## config.mk

```make
export PLATFORM = sky130hd
export DESIGN_NAME = seven_segment_char_writer
export DESIGN_NICKNAME = d
export VERILOG_FILES = /design/src/rtl/core/sscw_pkg.sv /design/src/rtl/core/seven_segment_char_writer.sv /design/src/rtl/core/sscw_emit.sv
export SDC_FILE = /design/constraint.sdc
export NUM_CORES = 1
export LEC_CHECK = 0
export ABC_AREA = 1
export BUFFER_PORTS_ARGS = -buffer_cell sky130_fd_sc_hd__buf_2
export CORE_MARGIN = 2
export CORE_UTILIZATION = 50
export DETAILED_ROUTE_END_ITERATION = 10
export GPL_TIMING_DRIVEN = 0
export PLACE_DENSITY = 0.74
export RECOVER_POWER = 50
export SYNTH_ARGS = -nofsm -noshare
export SYNTH_HDL_FRONTEND = slang
export SYNTH_SLANG_ARGS = --single-unit
```

## constraint.sdc

```tcl
create_clock -name clk -period 3.73 [get_ports clk]
set_clock_uncertainty 0.2 [all_clocks]
set_input_delay 0.373 -clock clk [delete_from_list [all_inputs] [get_ports clk]]
set_output_delay 0.373 -clock clk [all_outputs]
set_load 0.05 [all_outputs]
```

## src/rtl/core/sscw_pkg.sv

```systemverilog
// shared types, constants and lookup tables of the seven-segment character writer
package sscw_pkg;

  localparam int unsigned SEG_COUNT  = 7;
  localparam int unsigned DIGIT_LAST = 5;

  localparam logic [7:0] CODE_CR    = 8'd13;
  localparam logic [7:0] CODE_FF    = 8'd12;
  localparam logic [7:0] CODE_SPACE = 8'd32;
  localparam logic [7:0] CODE_C     = 8'd67;

  localparam logic [7:0] PAT_C     = 8'h9c;
  localparam logic [7:0] PAT_BLANK = 8'h00;

  localparam logic [7:0] INTENSITY_RST = 8'hff;

  localparam logic [2:0] SEG_IDX_LAST = 3'(SEG_COUNT - 1);
  localparam logic [2:0] POS_LAST     = 3'(DIGIT_LAST);

  // segments a..g taken from bit 7 down to bit 1
  localparam logic [7:0] PATTERN_ROM [16] = '{
    8'hfc, 8'h60, 8'hda, 8'hf2, 8'h66, 8'hb6, 8'hbe, 8'he0,
    8'hfe, 8'hf6, 8'h9c, 8'h00, 8'h00, 8'h00, 8'h00, 8'h00
  };

  // frame store byte address per digit position and segment
  localparam logic [5:0] ADDR_MAP [6][7] = '{
    '{6'd3,  6'd0,  6'd39, 6'd36, 6'd33, 6'd9,  6'd12},
    '{6'd21, 6'd18, 6'd15, 6'd27, 6'd30, 6'd6,  6'd45},
    '{6'd4,  6'd1,  6'd40, 6'd37, 6'd34, 6'd10, 6'd13},
    '{6'd22, 6'd19, 6'd16, 6'd28, 6'd31, 6'd7,  6'd46},
    '{6'd5,  6'd2,  6'd41, 6'd38, 6'd35, 6'd11, 6'd14},
    '{6'd23, 6'd20, 6'd17, 6'd29, 6'd32, 6'd8,  6'd47}
  };

  typedef enum logic [1:0] {
    ST_IDLE,
    ST_SEG,
    ST_CLR
  } emit_state_t;

  // job handed from the front end to the segment emitter
  typedef struct packed {
    logic       clr;
    logic [7:0] pattern;
    logic [2:0] pos;
  } emit_cmd_t;

  function automatic logic [7:0] pattern_lookup(input logic [7:0] code);
    logic [7:0] pat;
    priority if (code == CODE_C) begin
      pat = PAT_C;
    end else if (code == CODE_SPACE) begin
      pat = PAT_BLANK;
    end else begin
      pat = PATTERN_ROM[code[3:0]];
    end
    return pat;
  endfunction

endpackage

```

## src/rtl/core/seven_segment_char_writer.sv

```systemverilog
// top level of the seven-segment character writer
//
// channel | direction | beat fields
// --------+-----------+--------------------------------------------------
// in_     | input     | char_code
// out_    | output    | seg_address, seg_value, clear_all, last
// cfg_    | input     | data (intensity)
//
// a digit or letter is first accepted, then gives seven write beats
// from the shared segment shift unit, one per cycle while out_ready is high
// form feed is first accepted, then gives one clear beat; carriage return gives no beat
// out_ready low holds the current beat; in_ready stays low until the last beat
// synchronous active-low reset: cursor 0, intensity 255, emitter idle
module seven_segment_char_writer
  import sscw_pkg::*;
(
  input  logic       clk,
  input  logic       rst_n,
  input  logic       in_valid,
  output logic       in_ready,
  input  logic [7:0] in_char_code,
  output logic       out_valid,
  input  logic       out_ready,
  output logic [5:0] out_seg_address,
  output logic [7:0] out_seg_value,
  output logic       out_clear_all,
  output logic       out_last,
  input  logic       cfg_valid,
  output logic       cfg_ready,
  input  logic [7:0] cfg_data
);

  logic [7:0] intensity_r, intensity_nxt;
  logic [2:0] cursor_r, cursor_nxt;
  logic       busy;
  logic       in_beat;
  logic       cmd_valid;
  emit_cmd_t  cmd;

  // config is always taken; the user must send it only while the block is idle, the block itself does not enforce this
  assign cfg_ready = 1'b1;

  // a new character is taken only once the emitter has drained
  assign in_ready = !busy;
  assign in_beat  = in_valid && in_ready;

  always_ff @(posedge clk) begin
    if (!rst_n) begin
      intensity_r <= INTENSITY_RST;
      cursor_r    <= '0;
    end else begin
      intensity_r <= intensity_nxt;
      cursor_r    <= cursor_nxt;
    end
  end

  always_comb begin
    intensity_nxt = intensity_r;
    if (cfg_valid) begin
      intensity_nxt = cfg_data;
    end
  end

  // cursor: return and form feed home it, everything else advances and
  // sticks at the last digit so later characters overwrite it
  always_comb begin
    cursor_nxt = cursor_r;
    if (in_beat) begin
      priority if ((in_char_code == CODE_CR) || (in_char_code == CODE_FF)) begin
        cursor_nxt = '0;
      end else if (cursor_r == POS_LAST) begin
        cursor_nxt = POS_LAST;
      end else begin
        cursor_nxt = cursor_r + 3'd1;
      end
    end
  end

  // carriage return starts no job; form feed starts a single clear beat
  assign cmd_valid   = in_beat && (in_char_code != CODE_CR);
  assign cmd.clr     = (in_char_code == CODE_FF);
  assign cmd.pattern = pattern_lookup(in_char_code);
  assign cmd.pos     = cursor_r;

  sscw_emit u_emit (
    .clk             (clk),
    .rst_n           (rst_n),
    .cmd_valid       (cmd_valid),
    .cmd             (cmd),
    .intensity       (intensity_r),
    .busy            (busy),
    .out_valid       (out_valid),
    .out_ready       (out_ready),
    .out_seg_address (out_seg_address),
    .out_seg_value   (out_seg_value),
    .out_clear_all   (out_clear_all),
    .out_last        (out_last)
  );

  a_cursor_range: assert property (@(posedge clk) disable iff (!rst_n)
    cursor_r <= POS_LAST)
    else $error("cursor beyond last digit");

  a_cr_silent: assert property (@(posedge clk) disable iff (!rst_n)
    (in_beat && (in_char_code == CODE_CR)) |=> (!out_valid && (cursor_r == '0)))
    else $error("carriage return produced a beat or kept the cursor");

  a_ff_clear: assert property (@(posedge clk) disable iff (!rst_n)
    (in_beat && (in_char_code == CODE_FF)) |=> (out_valid && out_clear_all && out_last))
    else $error("form feed did not produce a clear beat");

endmodule

```

## src/rtl/core/sscw_emit.sv

```systemverilog
// segment emitter: shifts one pattern out as seven frame-store write beats, or gives one clear beat for a clear job
module sscw_emit
  import sscw_pkg::*;
(
  input  logic       clk,
  input  logic       rst_n,
  input  logic       cmd_valid,
  input  emit_cmd_t  cmd,
  input  logic [7:0] intensity,
  output logic       busy,
  output logic       out_valid,
  input  logic       out_ready,
  output logic [5:0] out_seg_address,
  output logic [7:0] out_seg_value,
  output logic       out_clear_all,
  output logic       out_last
);

  emit_state_t state_r, state_nxt;
  logic [7:0]  pattern_r, pattern_nxt;
  logic [2:0]  pos_r, pos_nxt;
  logic [2:0]  idx_r, idx_nxt;
  logic        beat;

  assign beat = out_valid && out_ready;

  always_ff @(posedge clk) begin
    if (!rst_n) begin
      state_r <= ST_IDLE;
    end else begin
      state_r <= state_nxt;
    end
  end

  always_ff @(posedge clk) begin
    pattern_r <= pattern_nxt;
    pos_r     <= pos_nxt;
    idx_r     <= idx_nxt;
  end

  always_comb begin
    state_nxt   = state_r;
    pattern_nxt = pattern_r;
    pos_nxt     = pos_r;
    idx_nxt     = idx_r;
    unique case (state_r)
      ST_IDLE: begin
        if (cmd_valid) begin
          pattern_nxt = cmd.pattern;
          pos_nxt     = cmd.pos;
          idx_nxt     = '0;
          state_nxt   = cmd.clr ? ST_CLR : ST_SEG;
        end
      end
      ST_SEG: begin
        if (beat) begin
          pattern_nxt = {pattern_r[6:0], 1'b0};
          idx_nxt     = idx_r + 3'd1;
          if (idx_r == SEG_IDX_LAST) begin
            state_nxt = ST_IDLE;
          end
        end
      end
      ST_CLR: begin
        if (beat) begin
          state_nxt = ST_IDLE;
        end
      end
      default: begin
        state_nxt = ST_IDLE;
      end
    endcase
  end

  assign busy            = (state_r != ST_IDLE);
  assign out_valid       = busy;
  assign out_seg_address = (state_r == ST_SEG) ? ADDR_MAP[pos_r][idx_r] : '0;
  assign out_seg_value   = ((state_r == ST_SEG) && pattern_r[7]) ? intensity : '0;
  assign out_clear_all   = (state_r == ST_CLR);
  assign out_last        = (state_r == ST_CLR) ||
                           ((state_r == ST_SEG) && (idx_r == SEG_IDX_LAST));

  a_pos_range: assert property (@(posedge clk) disable iff (!rst_n)
    (state_r == ST_SEG) |-> (pos_r <= POS_LAST))
    else $error("digit position out of range");

  a_last_ends: assert property (@(posedge clk) disable iff (!rst_n)
    (beat && out_last) |=> !busy)
    else $error("emitter still busy after final beat");

  a_seg_steps: assert property (@(posedge clk) disable iff (!rst_n)
    (beat && (state_r == ST_SEG) && !out_last) |=> (busy && (idx_r == $past(idx_r) + 3'd1)))
    else $error("segment index did not advance on a beat");

endmodule
```

==> results.py, run 1 <==
metrics = {
    "timing": {
        "hold_viol_final": 0,
        "setup_tns_ns": 0,
        "max_freq_ghz": 0.3722,
        "max_slew_margin": 0.4354,
        "layout_setup_ws_ns": 1.044,
        "slew_viol_final": 0,
        "rsz0062_at_grt": "no",
        "fin_crit_ns": 2.686,
        "holdWs_ns": 0.1210,
        "worstMarginPinSlew_ns": 0.8412,
        "finalCritPeriodShare": 0.7202,
        "finalSetupViolations": 0,
    },
    "clocking": {
        "cts_hold_buffers": 0,
        "insertion_delay_ns": 0.27,
        "cts_inserted_buffers": 3,
        "cts_sinks": 26,
        "clockRootBuffer": "clkbuf_8",
        "cts_setup_buffers": 0,
        "cts_resized": 0,
        "clk_pin_slew_ns": 0.09,
        "htreeDepth": 1,
        "cts_tree": "yes",
        "clk_path_buf_depth": 2,
    },
    "worst_setup_path": {
        "crit_type": "reg -> out",
        "worstRegToRegCells": 2,
        "r2r-end": "u_emit.pattern_r[3]",
        "cp_max_fo": 10,
        "endpoint_kind": "primary output",
        "r2r_setup_slack_ns": 1.72,
        "r2r-start": "u_emit.state_r[0]",
        "worstPathRequired_ns": 3.16,
        "cp.arrival_ns": 2.11,
        "cp-start-kind": "flip-flop",
    },
    "layout": {
        "drive_gt1_frac": 0.2020,
        "stdcell_count": 345,
        "diodes": 0,
        "finish.utilization": 0.5885,
        "final_common_cell": "nand2_1",
        "final_cell_mix": "42 x nand2_1, 35 x inv_1, 35 x nor2_1, 35 x buf_2, 24 x o21ai_0",
        "fin_nets": 334,
        "syn_to_final_growth_pct": 14.70,
    },
    "floorplan": {
        "core_area_um2": 3633,
        "die_height_um": 65.06,
        "io-pin-count": 40,
        "initial_utilization": 0.5131,
        "rows": 22,
        "die_x_um": 65.06,
        "die_area_um2": 4233,
    },
    "yosys": {
        "synthFlopType": "edfxtp_1",
        "synth_compound_area_frac": 0.1483,
        "syn_area_per_cell_um2": 7.282,
        "netlist_instances": 256,
        "synthMuxAreaShare": 0,
        "yosysTopAreaCell": "edfxtp_1",
        "synth_top_family_by_area": "simple AND/OR/NAND/NOR gates",
        "synthTopCellsByArea": "edfxtp_1 21%, dfxtp_1 14%, ha_1 10%",
        "synth_fp_nets": 292,
        "ys_async_sr_fraction": 0,
        "synthAdderAreaFrac": 0.1007,
        "synth_seq_cells": 26,
        "synth_cell_types": 28,
        "ys_warn_count": 0,
        "synth-simple-area-share": 0.2765,
        "syn_area_um2": 1864,
        "yosys.area_share.xor_xnor": 0.009396,
        "ys_seq_area_frac": 0.3490,
        "synth_top_area_share": 0.2094,
        "synth_edf_count": 13,
    },
    "flow_run": {
        "max_cap_violations": 0,
    },
    "detailed_routing": {
        "drc_errors": 0,
        "drtIter0Drc": 115,
        "wire_per_inst_um": 10.66,
        "routed_wirelength_um": 3679,
        "via_per_inst": 4.930,
        "drt_pass1_iterations": 4,
        "vias": 1701,
        "antenna_left": 0,
    },
    "global_route": {
        "grt.overflow.total": 0,
        "grt_pass1_wl_um": 6375,
        "grt_usage": 0.1893,
        "antenna_found_initial": 0,
        "grt_pass1_vias": 1483,
        "grt_max_degree": 16,
    },
    "pwr": {
        "pwr-share-seq": 0.443,
        "p_leak_nw": 1.096,
        "pwr-share-clk": 0.261,
        "p_sw_frac": 0.3353,
        "combPwrFrac": 0.295,
        "p_per_area_nw_per_um2": 361.8,
        "power.switching_w": 0.0002594,
        "power.internal_w": 0.0005142,
        "ir_drop_mv": 0.1397,
    },
    "status": {
        "status": "finished, final reports clean",
    },
    "min_path": {
        "hold_class": "in -> reg",
        "holdPathEnd": "intensity_r[6]",
        "hold_start": "cfg_data[6]",
        "hold_depth": 3,
    },
    "place": {
        "gp_congestion": 0.8660,
        "dp.cells": 341,
        "pre_cts_ws_ns": 1.418,
        "portBuffers": 37,
        "dpl.hpwl_um": 2971,
    },
}
-- power by group through the flow --
stage                     Combinational [W]  Sequential [W]  Clock (W)
after floorplan                    0.000181        0.000347          0
after global placement             0.000232        0.000349          0
after detailed placement           0.000234        0.000350          0
after CTS                          0.000234        0.000344   0.000204
after global routing               0.000256        0.000346   0.000218
final                              0.000229        0.000343   0.000202
-- logic make-up (layout without fill, tap and decap cells) --
logic type | count (synthesis) | after routing
simple gates | 112 | 112
xor+xnor | 2 | 2
flops | 26 | 26
other cells | 1 | 1
fa+ha+maj | 15 | 15
compound gates | 52 | 52
buf+inv | 48 | 89
-- flip-flops by register name, indices dropped and copies added, names as in the netlist --
register          flops
intensity_r           8
u_emit.pattern_r      7
u_emit.state_r        2
u_emit.idx_r          3
cursor_r              3
u_emit.pos_r          3
-- area by class of cell --
cell class | instances | area [um^2]
well taps | 48 | 60.06
repair buffers | 37 | 181.4
clock buffers | 4 | 66.31
plain buffers | 8 | 46.29
multi-input cells | 182 | 977.2
flip-flops and latches | 26 | 650.6
inverters | 40 | 156.4
fillers | 388 | 1495
-- cell usage after synthesis, types with 3 or more instances --
cell type / instances
nor2_4: 3
inv_2: 3
nand2_1: 41
nor2_1: 32
nor2_2: 6
nand4_1: 3
a21oi_1: 21
nand2_2: 4
dfxtp_1: 13
inv_1: 34
o21ai_0: 24
o21ai_2: 3
inv_4: 3
edfxtp_1: 13
nand3_1: 20
ha_1: 15
-- routing by layer --
layer  up-vias  GRT usage  routed length (um)
met3         5    0.01563                 139
li1        906          -                   -
met2        43     0.3003                1667
met5         -          0                   0
met1       747     0.2727                1820
met4         0    0.06250                  51
-- critical path: stages, from the launching register on --
cell and delay [ns]:
dfxtp_1 0.43, nand2_1 0.27, clkinvlp_2 0.23, clkbuf_1 0.39, nand3_1 0.12, nor2_1 0.13
buf_2 0.27
-- how the worst max path moves through the flow --
stage                 startpoint                 end  slack, ns  cells after the start
6_report       u_emit.state_r[0]  out_seg_address[2]       1.04                      6
4_1_cts          u_emit.pos_r[0]  out_seg_address[0]       1.12                      8
5_1_grt        u_emit.state_r[0]  out_seg_address[2]       0.85                      6
3_5_place_dp     u_emit.pos_r[0]  out_seg_address[0]       1.42                      8
2_1_floorplan    u_emit.idx_r[0]            out_last       1.19                      5
3_3_place_gp     u_emit.pos_r[0]  out_seg_address[0]       1.44                      8
-- through the flow --
step | power, W | instance area, um^2
2_1_floorplan | 0.0005273 | 1864
3_3_place_gp | 0.0005810 | 2110
3_5_place_dp | 0.0005840 | 2110
4_1_cts | 0.0007819 | 2176
5_1_grt | 0.0008199 | 2138
6_report | 0.0007736 | 2138
(Power assumes the default switching activity.)
==> inputs of run 2 (changes only) <==
==> constraint.sdc (replaced) <==
create_clock -name clk -period 2.48 [get_ports clk]
set_clock_uncertainty 0.2 [all_clocks]
set_input_delay 0.248 -clock clk [delete_from_list [all_inputs] [get_ports clk]]
set_output_delay 0.248 -clock clk [all_outputs]
set_load 0.05 [all_outputs]
==> results.py, run 2 (synthesized netlist as in run 1, its figures left out) <==
metrics = {
    "clocking": {
        "cts_tree": "yes",
        "cts_sinks": 26,
        "cts_inserted_buffers": 3,
        "clockRootBuffer": "clkbuf_8",
        "insertion_delay_ns": 0.27,
        "htreeDepth": 1,
        "clk_pin_slew_ns": 0.09,
        "clk_path_buf_depth": 2,
    },
    "detailed_routing": {
        "antenna_left": 0,
        "wire_per_inst_um": 10.69,
        "drt_pass1_iterations": 4,
        "dr_wl_met2_um": 1701,
        "vias": 1716,
        "drc_errors": 0,
        "wirelength_met1_um": 1818,
        "highest_layer": "met4",
        "routed_wirelength_um": 3731,
        "via_per_inst": 4.917,
        "drtIter0Drc": 124,
        "route.met3.wl_um": 159,
    },
    "layout": {
        "reg_top3": "intensity_r (8), u_emit.pattern_r (7)",
        "final_cell_mix": "44 x nand2_1, 38 x buf_2, 35 x inv_1",
        "stdcell_count": 349,
        "drive_gt1_frac": 0.2093,
        "top_register": "intensity_r",
        "finish.utilization": 0.5985,
        "largest_reg_flops": 8,
        "diodes": 0,
        "final_common_cell": "nand2_1",
        "fin_nets": 338,
        "syn_to_final_growth_pct": 16.64,
        "fill_cells": 384,
    },
    "place": {
        "gp_congestion": 0.8660,
        "dp.cells": 341,
        "portBuffers": 37,
        "dpl.hpwl_um": 2971,
    },
    "pwr": {
        "p_per_area_nw_per_um2": 537.8,
        "total_power_w": 0.001170,
        "ir_drop_mv": 0.2125,
        "p_leak_nw": 1.124,
    },
    "floorplan": {
        "die_area_um2": 4233,
        "core_area_um2": 3633,
        "initial_utilization": 0.5131,
        "die_x_um": 65.06,
        "io-pin-count": 40,
        "rows": 22,
        "die_height_um": 65.06,
    },
    "timing": {
        "slew_viol_final": 0,
        "max_freq_ghz": 0.4396,
        "worstMarginPinSlew_ns": 0.8312,
        "finalSetupViolations": 0,
        "finalCritPeriodShare": 0.9173,
        "holdWs_ns": -0.002746,
        "rsz0062_at_grt": "no",
        "fin_crit_ns": 2.275,
        "setup_tns_ns": 0,
        "max_slew_margin": 0.4422,
        "hold_viol_final": 2,
    },
    "worst_setup_path": {
        "cp.arrival_ns": 1.83,
        "cp_max_fo": 4,
        "cp-start-kind": "flip-flop",
        "crit_type": "reg -> out",
        "endpoint_kind": "primary output",
        "worstPathRequired_ns": 2.03,
    },
    "global_route": {
        "grt_pass1_wl_um": 6410,
        "grt_pass1_vias": 1498,
        "grt.overflow.total": 0,
        "grt_usage": 0.1904,
        "antenna_found_initial": 0,
        "grt_max_degree": 16,
    },
    "status": {
        "violations": "hold timing",
        "status": "finished, violations left",
    },
    "min_path": {
        "hold_class": "in -> reg",
    },
    "flow_run": {
        "max_cap_violations": 0,
    },
}
-- run 2: repair_timing --
item,in CTS,in global routing
pin swaps,0,0
hold buffers,3,0
cloned,0,0
endpoints found under the setup margin,1,1
endpoints found under the hold margin,3,0
buffers inserted,1,0
resized for setup,0,1
-- run 2: path summary, 6_finish.rpt --
path / startpoint / to / slack [ns] / depth (start not counted)
min reg2reg: intensity_r[5] / intensity_r[5] / 0.27 / 2
max reg2reg: u_emit.state_r[1] / u_emit.pattern_r[3] / 0.51 / 3
min: cfg_data[0] / intensity_r[0] / -0.003 / 3
max: u_emit.pos_r[1] / out_seg_address[0] / 0.21 / 8
-- run 2: worst max-delay path, cell delays in order (launching register included) --
cell and delay [ns]:
edfxtp_1 0.42, inv_1 0.15, ha_1 0.26, o21ai_1 0.19
o21ai_0 0.10, nand2_1 0.06, nand2_1 0.04, nor2_1 0.07
buf_2 0.26
-- run 2: area by class of cell --
type,instances,area [um^2],area share
multi-input combinational,182,964.7,0.4436
inverter,40,156.4,0.07192
buffer,8,55.05,0.02532
tap,48,60.06,0.02762
timing repair buffer,41,221.5,0.1018
clock buffer,4,66.31,0.03049
sequential,26,650.6,0.2992
-- run 2: power breakdown --
group	switching, W	internal [W]	leakage, nW	total [W]
clock	0.000129	0.000175	0.0339	0.000304
sequential	0.0000167	0.000495	0.237	0.000512
combinational	0.000245	0.000109	0.853	0.000353
total	0.000390	0.000779	1.12	0.00117
-- run 2: per-layer routing --
metal,global-route usage,vias up
li1,-,916
met1,0.2705,751
met2,0.3067,44
met3,0.01563,5
met4,0.06250,0
met5,0,-
-- run 2: stage by stage --
stage	instance area [um^2]	setup slack [ns]
floorplan	1864	0.06583
global placement	2110	0.2545
detailed placement	2110	0.2207
CTS	2213	0.1460
global route	2175	0.05548
finish	2175	0.2050
==> inputs of run 3 (changes only) <==
--- a/config.mk
+++ b/config.mk
@@ -11,6 +11,7 @@
 export CORE_UTILIZATION = 50
 export DETAILED_ROUTE_END_ITERATION = 10
 export GPL_TIMING_DRIVEN = 0
+export HOLD_SLACK_MARGIN = 0.03
 export PLACE_DENSITY = 0.74
 export RECOVER_POWER = 50
 export SYNTH_ARGS = -nofsm -noshare
==> results.py, run 3 (synthesized netlist as in run 1, its figures left out) <==
metrics = {
    "clocking": {
        "htreeDepth": 1,
        "insertion_delay_ns": 0.27,
        "cts_sinks": 26,
        "clk_pin_slew_ns": 0.09,
        "clk_path_buf_depth": 2,
        "cts_tree": "yes",
        "clockRootBuffer": "clkbuf_8",
        "cts_inserted_buffers": 3,
    },
    "floorplan": {
        "die_area_um2": 4233,
        "io-pin-count": 40,
        "initial_utilization": 0.5131,
        "rows": 22,
        "core_area_um2": 3633,
        "die_height_um": 65.06,
        "die_x_um": 65.06,
    },
    "worst_setup_path": {
        "cp-start-kind": "flip-flop",
        "cpPeakStageDelay_ns": 0.42,
        "crit_buf_inv": 2,
        "worstPathRequired_ns": 2.03,
        "startpoint": "u_emit.pos_r[1]",
        "crit_path_cell_trace": "inv_1 > ha_1 > o21ai_1 > o21ai_0 > nand2_1 > nand2_1 > nor2_1 > buf_2",
        "crit_top_cell": "nand2_1",
        "r2r-start": "u_emit.state_r[1]",
        "cp-endpoint": "out_seg_address[0]",
        "cp.arrival_ns": 1.82,
        "r2r-end": "u_emit.pattern_r[3]",
        "crit_family": "flip-flops",
        "r2r_setup_slack_ns": 0.51,
        "crit_cells": 8,
        "cp_max_fo": 4,
        "crit_type": "reg -> out",
        "worstRegToRegCells": 3,
        "worst_path_max_delay_cell": "edfxtp_1",
        "endpoint_kind": "primary output",
    },
    "layout": {
        "final_cell_mix": "44 x nand2_1, 39 x buf_2, 35 x inv_1",
        "finish.utilization": 0.6126,
        "final_cell_area_um2": 2226,
        "diodes": 0,
        "largest_reg_flops": 8,
        "syn_to_final_growth_pct": 19.40,
        "top_register": "intensity_r",
        "final_common_cell": "nand2_1",
        "fin_nets": 343,
        "reg_top3": "intensity_r (8), u_emit.pattern_r (7)",
        "drive_gt1_frac": 0.2092,
    },
    "timing": {
        "fin_crit_ns": 2.272,
        "hold_viol_final": 0,
        "max_freq_ghz": 0.4401,
        "rsz0062_at_grt": "no",
        "finalCritPeriodShare": 0.9161,
        "finalSetupViolations": 0,
        "worstMarginPinSlew_ns": 0.8309,
        "holdWs_ns": 0.04841,
        "max_slew_margin": 0.4424,
        "slew_viol_final": 0,
        "setup_tns_ns": 0,
    },
    "global_route": {
        "grt_usage": 0.1963,
        "grt_pass1_wl_um": 6582,
        "antenna_found_initial": 0,
        "grt.overflow.total": 0,
        "grt_max_degree": 16,
        "grt_pass1_vias": 1540,
    },
    "flow_run": {
        "max_cap_violations": 0,
    },
    "pwr": {
        "p_leak_nw": 1.147,
        "p_per_area_nw_per_um2": 528.7,
        "total_power_w": 0.001177,
        "ir_drop_mv": 0.2120,
    },
    "min_path": {
        "hold_class": "in -> reg",
    },
    "detailed_routing": {
        "wire_per_inst_um": 10.80,
        "drtIter0Drc": 104,
        "drc_errors": 0,
        "via_per_inst": 4.895,
        "drt_pass1_iterations": 4,
        "vias": 1733,
        "antenna_left": 0,
        "routed_wirelength_um": 3823,
    },
    "status": {
        "status": "finished, final reports clean",
    },
    "place": {
        "gp_congestion": 0.8660,
        "portBuffers": 37,
        "dpl.hpwl_um": 2971,
        "place_area_um2": 2110,
    },
}
[run 3: changes by cell type in the layout (fill, tap and decap cells not counted), sizes merged]
cell / delta
dlygate4sd3: +5
buf: +1
clkbuf: -1
[run 3: tightest hold or removal path: stages]
cell and delay (ns):
buf_2 0.11, nand2_1 0.08, nor2_2 0.04
[run 3: stage by stage]
step | std cells | setup slack (ns)
global route | 354 | 0.05548
finish | 354 | 0.2080
floorplan | 256 | 0.06583
CTS | 354 | 0.1460
global placement | 341 | 0.2545
detailed placement | 341 | 0.2207
[run 3: how the worst min path moves through the flow]
| stage | endpoint | cells past startpoint | from | slack, ns |
|---|---|---|---|---|
| after floorplan | intensity_r[3] | 2 | cfg_data[3] | 0.17 |
| after global placement | intensity_r[2] | 2 | intensity_r[2] | 0.25 |
| after detailed placement | intensity_r[6] | 2 | intensity_r[6] | 0.26 |
| after CTS | cursor_r[2] | 3 | rst_n | 0.05 |
| after global routing | cursor_r[2] | 3 | rst_n | 0.06 |
| final | cursor_r[2] | 3 | rst_n | 0.05 |
[run 3: where the power goes]
group | switching (W) | internal (W) | total [W] | leakage [nW]
logic | 0.000246 | 0.000114 | 0.000360 | 0.877
clock network | 0.000129 | 0.000175 | 0.000304 | 0.0339
registers | 0.0000167 | 0.000495 | 0.000512 | 0.237
total | 0.000392 | 0.000785 | 0.00118 | 1.15
[run 3: final cells by class]
cell class | count | area, um^2
fillers | 373 | 1408
multi-input cells | 182 | 964.7
flip-flops and latches | 26 | 650.6
repair buffers | 46 | 272.8
inverters | 40 | 156.4
clock buffers | 4 | 66.31
well taps | 48 | 60.06
plain buffers | 8 | 55.05
[run 3: layer usage]
metal	GRT usage	vias to the layer above	part of all wire
li1	-	926	-
met4	0.06771	0	0.013
met3	0.01563	5	0.040
met1	0.2727	762	0.48
met5	0	-	0
met2	0.3222	40	0.46
[run 3: timing repair]
item,CTS,global route
resized for setup,0,1
hold endpoints to repair,8,0
endpoints found under the setup margin,1,1
hold buffers,8,0
buffers inserted,1,0
